--- config.mk ---
export PLATFORM = sky130hd
export DESIGN_NAME = scbc_ctrl
export DESIGN_NICKNAME = d
export VERILOG_FILES = /design/src/sv/scbc_pkg.sv /design/src/sv/scbc_ctrl.sv
export SDC_FILE = /design/constraint.sdc
export NUM_CORES = 1
export LEC_CHECK = 0
export ABC_AREA = 1
export BUFFER_PORTS_ARGS = -buffer_cell sky130_fd_sc_hd__buf_4
export CAP_MARGIN = 30
export CORE_UTILIZATION = 35
export CTS_CLUSTER_DIAMETER = 120
export CTS_CLUSTER_SIZE = 20
export DETAILED_ROUTE_END_ITERATION = 8
export REMOVE_ABC_BUFFERS = 1
export SLEW_MARGIN = 20
export SYNTH_ARGS = -nofsm -noshare
export SYNTH_HDL_FRONTEND = slang
export SYNTH_SLANG_ARGS = --single-unit
--- constraint.sdc ---
create_clock -name i_clk -period 3.5 [get_ports i_clk]
set_clock_uncertainty 0.05 [all_clocks]
set_input_delay 0.175 -clock i_clk [delete_from_list [all_inputs] [get_ports i_clk]]
set_output_delay 0.175 -clock i_clk [all_outputs]
set_load 0.1 [all_outputs]
--- src/sv/scbc_pkg.sv ---
// Shared constants, types and helpers for the sphere/convex-block contact unit.
// No dependencies.
package scbc_pkg;

    localparam int RADIUS_W = 31;
    localparam int FRIC_W   = 10;
    localparam int STIFF_W  = 16;
    localparam int GTHR_W   = 15;

    localparam logic [1:0] REG_RADIUS = 2'd0;
    localparam logic [1:0] REG_FRIC   = 2'd1;
    localparam logic [1:0] REG_STIFF  = 2'd2;
    localparam logic [1:0] REG_GTHR   = 2'd3;

    localparam logic [RADIUS_W-1:0] RADIUS_RST = 31'd65536;
    localparam logic [FRIC_W-1:0]   FRIC_RST   = 10'd10;
    localparam logic [STIFF_W-1:0]  STIFF_RST  = 16'd1000;
    localparam logic [GTHR_W-1:0]   GTHR_RST   = 15'd8192;

    localparam int CFG_IDX_W = 2;
    localparam int SQRT_STEPS = 32;

    // datapath operations
    localparam logic [3:0] OP_NONE  = 4'd0;
    localparam logic [3:0] OP_LOAD  = 4'd1;  // store body, begin block
    localparam logic [3:0] OP_PROD  = 4'd2;  // products n*p of nearest point
    localparam logic [3:0] OP_DIST  = 4'd3;  // sum and round distance
    localparam logic [3:0] OP_CPROD = 4'd4;  // products n*d
    localparam logic [3:0] OP_UPD   = 4'd5;  // update nearest, deepest
    localparam logic [3:0] OP_DIFF  = 4'd6;  // body minus nearest
    localparam logic [3:0] OP_SQ    = 4'd7;  // squares
    localparam logic [3:0] OP_SQRT  = 4'd8;  // one root step
    localparam logic [3:0] OP_INP   = 4'd9;  // inside products
    localparam logic [3:0] OP_INS   = 4'd10; // inside distance
    localparam logic [3:0] OP_DIV   = 4'd11; // one divide step, all axes
    localparam logic [3:0] OP_DEPTH = 4'd12; // depth product
    localparam logic [3:0] OP_PUSH  = 4'd13; // push and friction products
    localparam logic [3:0] OP_ACC   = 4'd14; // final sums

    typedef struct packed {
        logic [3:0] op;
        logic       first;   // first step of an iteration
    } t_cmd;

    typedef struct packed {
        logic len_zero;
        logic step_done;
    } t_stat;

    function automatic logic signed [31:0] sat32(input logic signed [63:0] x);
        if (x > 64'sd2147483647)       sat32 = 32'sh7fffffff;
        else if (x < -64'sd2147483648) sat32 = 32'sh80000000;
        else                           sat32 = x[31:0];
    endfunction

    // round right by 14, ties toward plus infinity
    function automatic logic signed [63:0] rsh14(input logic signed [63:0] x);
        logic signed [63:0] t;
        t = x + 64'sd8192;
        rsh14 = t >>> 14;
    endfunction

endpackage

--- src/sv/scbc_ctrl.sv ---
// Sequencer of the contact unit: walks load, wall and final phases.
// Depends on scbc_pkg.
module scbc_ctrl
    import scbc_pkg::*;
(
    input  logic  i_clk,
    input  logic  i_rst_n,
    input  logic  i_in_valid,
    input  logic  i_func,
    input  logic  i_last,
    output logic  o_in_ready,
    output logic  o_res_load,
    input  logic  i_res_busy,
    input  t_stat i_stat,
    output t_cmd  o_cmd
);
    localparam logic [3:0] S_IDLE  = 4'd0;
    localparam logic [3:0] S_DIST  = 4'd1;
    localparam logic [3:0] S_CPROD = 4'd2;
    localparam logic [3:0] S_UPD   = 4'd3;
    localparam logic [3:0] S_DIFF  = 4'd4;
    localparam logic [3:0] S_SQ    = 4'd5;
    localparam logic [3:0] S_SQRT  = 4'd6;
    localparam logic [3:0] S_BR    = 4'd7;
    localparam logic [3:0] S_INS   = 4'd8;
    localparam logic [3:0] S_DIV   = 4'd9;
    localparam logic [3:0] S_DEPTH = 4'd10;
    localparam logic [3:0] S_PUSH  = 4'd11;
    localparam logic [3:0] S_ACC   = 4'd12;
    localparam logic [3:0] S_OUT   = 4'd13;

    logic [3:0] r_state, n_state;
    logic       r_last, n_last;
    logic       r_first, n_first;

    assign o_in_ready = (r_state == S_IDLE);

    always_comb begin
        n_state = r_state;
        n_last  = r_last;
        n_first = 1'b0;
        o_cmd.op = OP_NONE;
        o_cmd.first = r_first;
        o_res_load = 1'b0;
        case (r_state)
            S_IDLE: begin
                if (i_in_valid) begin
                    if (!i_func) begin
                        o_cmd.op = OP_LOAD;
                    end else begin
                        o_cmd.op = OP_PROD;
                        n_last = i_last;
                        n_state = S_DIST;
                    end
                end
            end
            S_DIST:  begin o_cmd.op = OP_DIST;  n_state = S_CPROD; end
            S_CPROD: begin o_cmd.op = OP_CPROD; n_state = S_UPD; end
            S_UPD: begin
                o_cmd.op = OP_UPD;
                n_state = r_last ? S_DIFF : S_IDLE;
            end
            S_DIFF: begin o_cmd.op = OP_DIFF; n_state = S_SQ; end
            S_SQ: begin
                o_cmd.op = OP_SQ;
                n_state = S_SQRT;
                n_first = 1'b1;
            end
            S_SQRT: begin
                o_cmd.op = OP_SQRT;
                if (i_stat.step_done) n_state = S_BR;
            end
            S_BR: begin
                if (i_stat.len_zero) begin
                    o_cmd.op = OP_INP;
                    n_state = S_INS;
                end else begin
                    n_state = S_DIV;
                    n_first = 1'b1;
                end
            end
            S_INS: begin o_cmd.op = OP_INS; n_state = S_DEPTH; end
            S_DIV: begin
                o_cmd.op = OP_DIV;
                if (i_stat.step_done) n_state = S_DEPTH;
            end
            S_DEPTH: begin o_cmd.op = OP_DEPTH; n_state = S_PUSH; end
            S_PUSH:  begin o_cmd.op = OP_PUSH;  n_state = S_ACC; end
            S_ACC:   begin o_cmd.op = OP_ACC;   n_state = S_OUT; end
            S_OUT: begin
                // hold until the output register is free
                if (!i_res_busy) begin
                    o_res_load = 1'b1;
                    n_state = S_IDLE;
                end
            end
            default: n_state = S_IDLE;
        endcase
    end

    always_ff @(posedge i_clk) begin
        if (!i_rst_n) begin
            r_state <= S_IDLE;
            r_last  <= 1'b0;
            r_first <= 1'b0;
        end else begin
            r_state <= n_state;
            r_last  <= n_last;
            r_first <= n_first;
        end
    end
endmodule

Word-level counts from Yosys, hierarchy flattened
Cells that the tools add are included.

cells by class
  reduce and logical (&&, ||, !) cells = 3
  muxes and demuxes = 16
  equality and inequality tests = 18

operators with widths
  cell                                                 count
  one-hot mux 4 bit (14 select lines)                  1
  one-hot mux 4 bit (13 select lines)                  1
  equality test 4 bit, second input constant           6
  two-way mux 4 bit                                    6
  equality test 4 x 3 -> 1 bit, second input constant  4
  inequality test 2 bit, second input constant         5
  equality test 4 x 2 -> 1 bit, second input constant  2
  AND reduction 5 bit                                  1
  equality test 4 x 1 -> 1 bit, second input constant  1
  logical NOT 4 bit                                    1
  two-way mux 1 bit                                    4
  two-way mux 2 bit                                    2
  two-way mux 3 bit                                    1
  AND reduction 3 bit                                  1
  one-hot mux 1 bit (2 select lines)                   1

word-level totals
  word-level logic and storage cells = 40
  output and inout bits = 7
  register bits = 6
  bits of input ports = 8

Logic depth before layout (Yosys ltp)
Gate-level depths: netlist of run 1.

  word-level depth = 3
  gate-level depth with buffers = 10
  gate-level depth less buffers = 9

Least setup slack after synthesis of run 1
Ideal clock, no wire load.

  kind = register to output
  from = reg r_state[3]
  to = out o_res_load
  buffers on the path = 1
  data arrival time = 3.380 ns
  cell stages (with the launch flop) = 4
  required time = 3.275 ns
  setup slack = -0.105 ns
  cell sequence = dfxtp_1 buf_2 nand2_2 nor4_1

on the way
  cells in the longest elaborated chain, start to end = 2

ends and longest elaborated chain
  what                    RTL line          text
  from (decl)             scbc_ctrl.sv:32   logic [3:0] r_state, n_state;
  from (signal assigned)  scbc_ctrl.sv:107  r_state <= n_state;
  equality test 4 bit     scbc_ctrl.sv:45   case (r_state)
  two-way mux 1 bit       scbc_ctrl.sv:45
  to (decl)               scbc_ctrl.sv:12   output logic o_res_load,

Every way passes these cells.

==> results of run 1 <==
cells by family after synthesis:
family / share of synthesized area (%)
compound gates: 13.4
flops: 23.5
simple gates: 51.8
buf+inv: 11.2
worst register-to-register path, stage by stage (launching register included):
cell and delay [ps]:
sky130_fd_sc_hd__dfxtp_1 480, sky130_fd_sc_hd__inv_2 120, sky130_fd_sc_hd__nor2_2 160, sky130_fd_sc_hd__nand2_1 100, sky130_fd_sc_hd__nand2_2 90, sky130_fd_sc_hd__nand2_4 60
sky130_fd_sc_hd__nand2_4 80, sky130_fd_sc_hd__nand2_1 50, sky130_fd_sc_hd__nand2_1 70, sky130_fd_sc_hd__nor2_2 30
cells in the final DEF (no fill, tap or decap), types with 4 or more instances in the layout:
master / instances
sky130_fd_sc_hd__nand2_1: 21
sky130_fd_sc_hd__buf_4: 14
sky130_fd_sc_hd__nor2_1: 13
sky130_fd_sc_hd__nand3_1: 6
sky130_fd_sc_hd__dfxtp_1: 6
sky130_fd_sc_hd__inv_2: 5
sky130_fd_sc_hd__nor2_2: 5
sky130_fd_sc_hd__inv_1: 5
sky130_fd_sc_hd__a21oi_1: 4
through the flow:
stage / setup slack, ps / cell area (um2) / setup TNS (ps) / std cells / hold slack (ps)
after floorplan: -132 / 492 / -132 / 81 / 245
after global placement: 1890 / 616 / 0 / 110 / 394
after detailed placement: 1920 / 616 / 0 / 110 / 397
after CTS: 1650 / 638 / 0 / 113 / 139
after global routing: 1590 / 638 / 0 / 113 / 153
final: 1660 / 638 / 0 / 113 / 141
layer usage:
metal  GRT usage [%]  share of wire [%]
met5               0                  0
met4            10.0               0.52
met3            1.67                6.3
met2            25.0                 45
met1            24.5                 48
sequential cells by signal (all words and copies together) (netlist names):
signal   cells
r_first      1
r_last       1
r_state      4
how the worst max path moves through the flow:
stage | cells past startpoint | endpoint | slack [ps] | startpoint
floorplan | 2 | o_res_load | -130 | r_state[3]$_SDFFE_PN0P_
global placement | 5 | o_cmd[4] | 1890 | r_state[2]$_SDFFE_PN0P_
detailed placement | 5 | o_cmd[1] | 1920 | r_state[2]$_SDFFE_PN0P_
CTS | 5 | o_cmd[4] | 1650 | r_state[2]$_SDFFE_PN0P_
global route | 5 | o_cmd[4] | 1590 | r_state[2]$_SDFFE_PN0P_
finish | 5 | o_cmd[4] | 1660 | r_state[2]$_SDFFE_PN0P_
layout make-up:
class,count,area [um2],area share (%)
inverter,10,37.5,5.88
clock buffer,3,22.5,3.53
multi-input combinational,65,334,52.4
tap,15,18.8,2.94
timing repair buffer,14,105,16.5
sequential,6,120,18.8
==> summary.txt, run 1 <==
==========================================================================================
Wire length per cell                                                               10.2 um
Share of the yosys chip area belonging to registers                                  23.5%
Hold Violations, Final                                                                   0
H-tree depth reported by CTS                                                             1
Finished Core Util                                                                   47.8%
Total number of nets in the final design                                               108
Final critical-path required period                                                1840 ps
Measured slew at the worst slew-check pin                                           348 ps
Critical Setup Path Class                                                     register to output pin
Worst-case reg-to-reg path depth                                                         9
Vias post-DR                                                                           566
RePlAce Congestion                                                                   0.876
Status                                                                        finished clean
Slowest cell on the critical path                                             sky130_fd_sc_hd__dfxtp_1
Top-level port count                                                                    15
Remaining antenna violation count after routing                                          0
Combined global-route utilization of all metal layers                                17.2%
Hold path depth                                                                          3
Top Family by Delay on Critical Path                                            flip-flops
Worst reg2reg path startpoint                                                 r_state[2]$_SDFFE_PN0P_
Number of antenna violations at the first check in global routing                        0
Cell-by-cell listing of the critical path                                     inv_2 -> nor3_2 -> nand2_1 -> o2111ai_1 -> buf_4
Proportion of layout cells with a drive suffix above 1                               33.7%
Origin of the worst min-delay path                                                 i_rst_n
Clock edge transition at the registers on the reported setup and hold paths          50 ps
1st-pass router iterations                                                               4
Flip-flop cell with the highest count after synthesis                         sky130_fd_sc_hd__dfxtp_1
Number of buffers created by CTS                                                         3
Final setup violation count                                                              0
Data required time at the worst endpoint                                           3270 ps
Fill cell instance count of the final layout                                           147
Clk sinks                                                                                6
Global-route wire length before repair                                             1.84 mm
Post-cts sizing count                                                                    0
Number of global-route vias before repair                                              453
Mapped Avg Cell Area                                                              6.09 um2
Data arrival, critical path                                                        1610 ps
Die width                                                                          40.2 um
Number of synthesized flops with an enable pin                                           0
Total Die Area                                                                    1620 um2
Detailed Place HPWL                                                                 963 um
Iter 0 DRT Violations                                                                   12
Cell area after synthesis                                                          512 um2
Max-capacitance violation count                                                          0
Number of synthesized register bits                                                      6
Yosys cell types                                                                        20
Hold Crit Class                                                               primary input to register
Hold buffer count at cts                                                                 0
Yosys synthesis warning count                                                            0
CP Launch Type                                                                    register
Type of element capturing the critical path                                     output pin
Share of the clock period used by the worst path                                     52.5%
Die Span Y                                                                         40.2 um
Fraction of synthesis flops using an asynchronous set or reset pin                      0%
Number of rows created at floorplan                                                     13
Placeable core region                                                             1330 um2
Worst relative slew slack                                                            76.7%
Top post-synthesis cells by area                                              sky130_fd_sc_hd__dfxtp_1 (23%), sky130_fd_sc_hd__nand2_1 (15%), sky130_fd_sc_hd__nor2_1 (9.5%)
Count leader, synth                                                           sky130_fd_sc_hd__nand2_1
Ant. Diodes                                                                              0
Initial core utilization                                                             38.4%
Pin count of the biggest net entering global routing                                     9
Crit path max fanout                                                                     8
Post-DR vias/cell                                                                     5.01
Synthesized instance count                                                              84
Critical path's largest stage delay                                                 480 ps
Most used standard cells in the synthesized netlist                           sky130_fd_sc_hd__nand2_1 (21), sky130_fd_sc_hd__nor2_1 (13), sky130_fd_sc_hd__dfxtp_1 (6), sky130_fd_sc_hd__nand3_1 (6)
Number of max-slew violations in the final report                                        0
Synth-to-layout area growth                                                          24.7%
FMAX                                                                               544 MHz
Skew-Pair Late Insertion Delay                                                      240 ps
Register-to-register setup slack                                                   2100 ps
Worst hold path endpoint                                                      r_state[2]$_SDFFE_PN0P_
Setup repair after global routing missed its margin                                  false
Detailed-route DRC error count                                                           0
Final WL                                                                           1.15 mm
Root cell of the clock tree                                                   sky130_fd_sc_hd__clkbuf_4
Library cell occupying the most area in the post-synthesis netlist            sky130_fd_sc_hd__dfxtp_1
TritonCTS clock tree                                                                 built
Proportion of netlist area held by the largest area contributor                      23.5%
Number of I/O port buffers                                                              14
Worst r2r dst                                                                 r_state[0]$_SDFFE_PN0P_
Post-CTS Setup Inserts                                                                   0
Maximum count of clock buffers along a single path                                       2
Count of buffering cells on the critical path with inverters included                    2
Total global routing overflow                                                            0
==========================================================================================
Power of run 1 is not shown: default switching activity piles up to over one toggle a cycle in this logic, so the estimate is an artifact.
==> inputs of run 2 (changes only) <==
- ABC_AREA: 1 -> 0
- clock period: 3.5 -> 1.7 ns (I/O delays scaled with it)
==> summary.txt, run 2 <==
=================================================================================================================
Hold path depth                                                                                                 2   -1
Commonest cells after routing, fill and taps aside                                                   sky130_fd_sc_hd__buf_4 (17), sky130_fd_sc_hd__nand2_1 (10), sky130_fd_sc_hd__a21oi_1 (6), sky130_fd_sc_hd__nor2_1 (5)
Yosys cell types                                                                                               30   +50%
Peak supply drop                                                                                           666 uV
Placeable core region                                                                                    1280 um2   -3.7%
Fraction of synthesis flops using an asynchronous set or reset pin                                             0%   unchanged
Total global routing overflow                                                                                   0   unchanged
Count leader, synth                                                                                  sky130_fd_sc_hd__nand2_1
Hold Violations, Final                                                                                          0   unchanged
Cell area after synthesis                                                                                 482 um2   -5.9%
Ant. Diodes                                                                                                     0   unchanged
Hold Crit Class                                                                                      primary input to register
Clock network fraction of design power                                                                      12.6%
Final WL                                                                                                  1.06 mm   -8.0%
Power density over cell area                                                                          1660 nW/um2
Slowest cell on the critical path                                                                    sky130_fd_sc_hd__dfxtp_1
Int Pwr                                                                                                0.000426 W
Power after layout                                                                                      0.00101 W
Number of global-route vias before repair                                                                     407   -10%
Detailed-route DRC error count                                                                                  0   unchanged
Regs by FF count                                                                                     r_state (4), r_first (1), r_last (1)
Synth-to-layout area growth                                                                                 25.7%
Count of buffering cells on the critical path with inverters included                                           3   +1
Initial core utilization                                                                                    37.5%   -0.88 points
Number of synthesized flops with an enable pin                                                                  0   unchanged
Share of the yosys chip area belonging to registers                                                         24.9%   +1.5 points
Measured slew at the worst slew-check pin                                                                  357 ps   +9.15 ps
Share of the clock period used by the worst path                                                            93.0%
Library cell occupying the most area in the post-synthesis netlist                                   sky130_fd_sc_hd__dfxtp_1
FMAX                                                                                                      633 MHz
Post-DR vias/cell                                                                                            5.36   +7.0%
Commonest non-fill, non-tap cell in the layout                                                       sky130_fd_sc_hd__buf_4
Number of I/O port buffers                                                                                     14   unchanged
Mapped Avg Cell Area                                                                                     7.30 um2   +20%
1st-pass router iterations                                                                                      4   unchanged
H-tree depth reported by CTS                                                                                    1   unchanged
Status                                                                                               finished clean
Sw Pwr                                                                                                 0.000580 W
TritonCTS clock tree                                                                                        built
Combined global-route utilization of all metal layers                                                       16.4%   -0.81 points
Top-level port count                                                                                           15   unchanged
Root cell of the clock tree                                                                          sky130_fd_sc_hd__clkbuf_4
Global-route wire length before repair                                                                    1.65 mm   -10%
Total Die Area                                                                                           1530 um2   -5.6%
Flip-flop count of the largest register after layout                                                            4   unchanged
Crit path max fanout                                                                                           10   +2
Main combinational cell family by area after synthesis                                               compound AO/OA/AOI/OAI gates
Post-synthesis compound-gate area fraction                                                                  29.4%   +16 points
Switching power share of the total                                                                          57.7%
Cell-by-cell listing of the critical path                                                            buf_4 -> inv_1 -> o211ai_1 -> a21oi_1 -> buf_4
Final setup violation count                                                                                     0   unchanged
Largest register by flop count                                                                            r_state
Static leakage                                                                                           0.274 nW
Comb pwr share                                                                                              64.7%
Worst-case reg-to-reg path depth                                                                                4   -5
Number of buffers created by CTS                                                                                3   unchanged
Post-cts sizing count                                                                                           2   +2
Die width                                                                                                 39.1 um   -2.8%
Data required time at the worst endpoint                                                                  1560 ps   -1710 ps
Number of antenna violations at the first check in global routing                                               0   unchanged
Arithmetic-cell share of the synthesized area counting full adders, half adders and majority gates             0%   unchanged
Pin count of the biggest net entering global routing                                                           17   +8
Flip-flop cell with the highest count after synthesis                                                sky130_fd_sc_hd__dfxtp_1
Proportion of layout cells with a drive suffix above 1                                                      30.4%   -3.3 points
Number of synthesized register bits                                                                             6   unchanged
Skew-Pair Late Insertion Delay                                                                             240 ps   about the same
Critical Setup Path Class                                                                            register to output pin
RePlAce Congestion                                                                                          0.769   -12%
Type of element capturing the critical path                                                            output pin
Portion of total power attributed to sequential cells                                                       22.8%
Final critical-path required period                                                                       1580 ps
Maximum count of clock buffers along a single path                                                              2   unchanged
Data arrival, critical path                                                                               1450 ps   -160 ps
Clk sinks                                                                                                       6   unchanged
Most used standard cells in the synthesized netlist                                                  sky130_fd_sc_hd__nand2_1 (10), sky130_fd_sc_hd__a21oi_1 (6), sky130_fd_sc_hd__dfxtp_1 (6)
Wire length per cell                                                                                      11.2 um   +11%
Top post-synthesis cells by area                                                                     sky130_fd_sc_hd__dfxtp_1 (25%), sky130_fd_sc_hd__nand2_1 (7.8%), sky130_fd_sc_hd__a21oi_1 (6.2%)
Top Family by Delay on Critical Path                                                                 buffers and inverters
Worst relative slew slack                                                                                   75.6%   -1.2 points
Xor-xnor portion of the synthesized cell area                                                                  0%   unchanged
Multiplexer share of the synthesized area                                                                   6.23%   +6.2 points
Setup repair after global routing missed its margin                                                         false
Critical path's largest stage delay                                                                        440 ps   -40 ps
Die Span Y                                                                                                39.1 um   -2.8%
Simple-Gate Fraction of Synth Area                                                                          27.3%   -25 points
Total number of nets in the final design                                                                       89   -18%
CP Launch Type                                                                                           register
Max-capacitance violation count                                                                                 0   unchanged
Detailed Place HPWL                                                                                        776 um   -19%
Number of cells on the critical path                                                                            5   unchanged
Most Frequent Cell on Critical Path                                                                  sky130_fd_sc_hd__buf_4
Number of max-slew violations in the final report                                                               0   unchanged
Clock edge transition at the registers on the reported setup and hold paths                                 40 ps   about the same
Number of rows created at floorplan                                                                            13   unchanged
Yosys synthesis warning count                                                                                   0   unchanged
Post-CTS Setup Inserts                                                                                          0   unchanged
Iter 0 DRT Violations                                                                                          10   -2
Vias post-DR                                                                                                  504   -11%
Synthesized instance count                                                                                     66   -21%
Remaining antenna violation count after routing                                                                 0   unchanged
Hold buffer count at cts                                                                                        0   unchanged
Finished Core Util                                                                                          47.1%   -0.71 points
Proportion of netlist area held by the largest area contributor                                             24.9%   +1.5 points
=================================================================================================================
## run 2: cell count changes after synthesis, moves of 3 or more
cell                        delta
sky130_fd_sc_hd__inv_1         -3
sky130_fd_sc_hd__inv_2         -5
sky130_fd_sc_hd__mux2i_1       +3
sky130_fd_sc_hd__nand2_1      -11
sky130_fd_sc_hd__nand3_1       -3
sky130_fd_sc_hd__nor2_1        -8
sky130_fd_sc_hd__nor2_2        -5
sky130_fd_sc_hd__o2111ai_1     -3
## run 2: stage by stage
step / TNS [ps] / hold WS [ps] / setup WS (ps) / area, um2 / instances
final: 0 / 11.3 / 120 / 606 / 94
after CTS: 0 / 0.879 / 115 / 606 / 94
after floorplan: -9520 / 129 / -1450 / 434 / 59
after detailed placement: 0 / 256 / 206 / 581 / 91
after global routing: 0 / 8.94 / 2.21 / 606 / 94
after global placement: 0 / 260 / 233 / 581 / 91
## run 2: power groups by stage
stage          combinational (W)  sequential (W)  clock (W)
2_1_floorplan           0.000490        0.000231          0
3_3_place_gp            0.000657        0.000227          0
3_5_place_dp            0.000654        0.000226          0
4_1_cts                 0.000655        0.000226   0.000133
5_1_grt                 0.000694        0.000233   0.000140
6_report                0.000651        0.000229   0.000126
## run 2: path summary, 6_finish.rpt
kind / start / end / slack (ps)
setup / recovery: r_state[1]$_SDFFE_PN0P_ / o_cmd[1] / 120
hold / removal: i_stat[1] / r_first$_SDFF_PN0_ / 10
setup reg to reg: r_state[1]$_SDFFE_PN0P_ / r_state[0]$_SDFFE_PN0P_ / 270
hold reg to reg: r_last$_SDFFE_PN0P_ / r_last$_SDFFE_PN0P_ / 470
## run 2: layout make-up
class	count	area, um2
Tap cell	15	18.8
Inverter	3	11.3
Clock buffer	3	22.5
Sequential cell	6	123
Timing Repair Buffer	17	128
Fill cell	136	679
Multi-Input combinational cell	50	303
## run 2: layer usage
layer / vias to the layer above / global-route usage, % / routed length, um
li1: 270 / - / -
met1: 218 / 20.6 / 544
met2: 14 / 23.8 / 438
met3: 2 / 3.47 / 57
met4: 0 / 12.9 / 15
met5: - / 0 / 0
## run 2: cells by family (layout without fill, tap and decap cells)
| logic type | Yosys count | count (layout) |
|---|---|---|
| buf+inv | 10 | 23 |
| compound gates | 21 | 21 |
| flops | 6 | 6 |
| simple gates | 26 | 26 |
| mux | 3 | 3 |
## run 2: worst register-to-register path, cell delays in order (launching register included)
cell	delay [ps]
sky130_fd_sc_hd__dfxtp_1	440
sky130_fd_sc_hd__and3b_1	240
sky130_fd_sc_hd__a32oi_1	200
sky130_fd_sc_hd__o311a_2	250
sky130_fd_sc_hd__mux2i_1	180
Power figures use the tool's default switching activity.
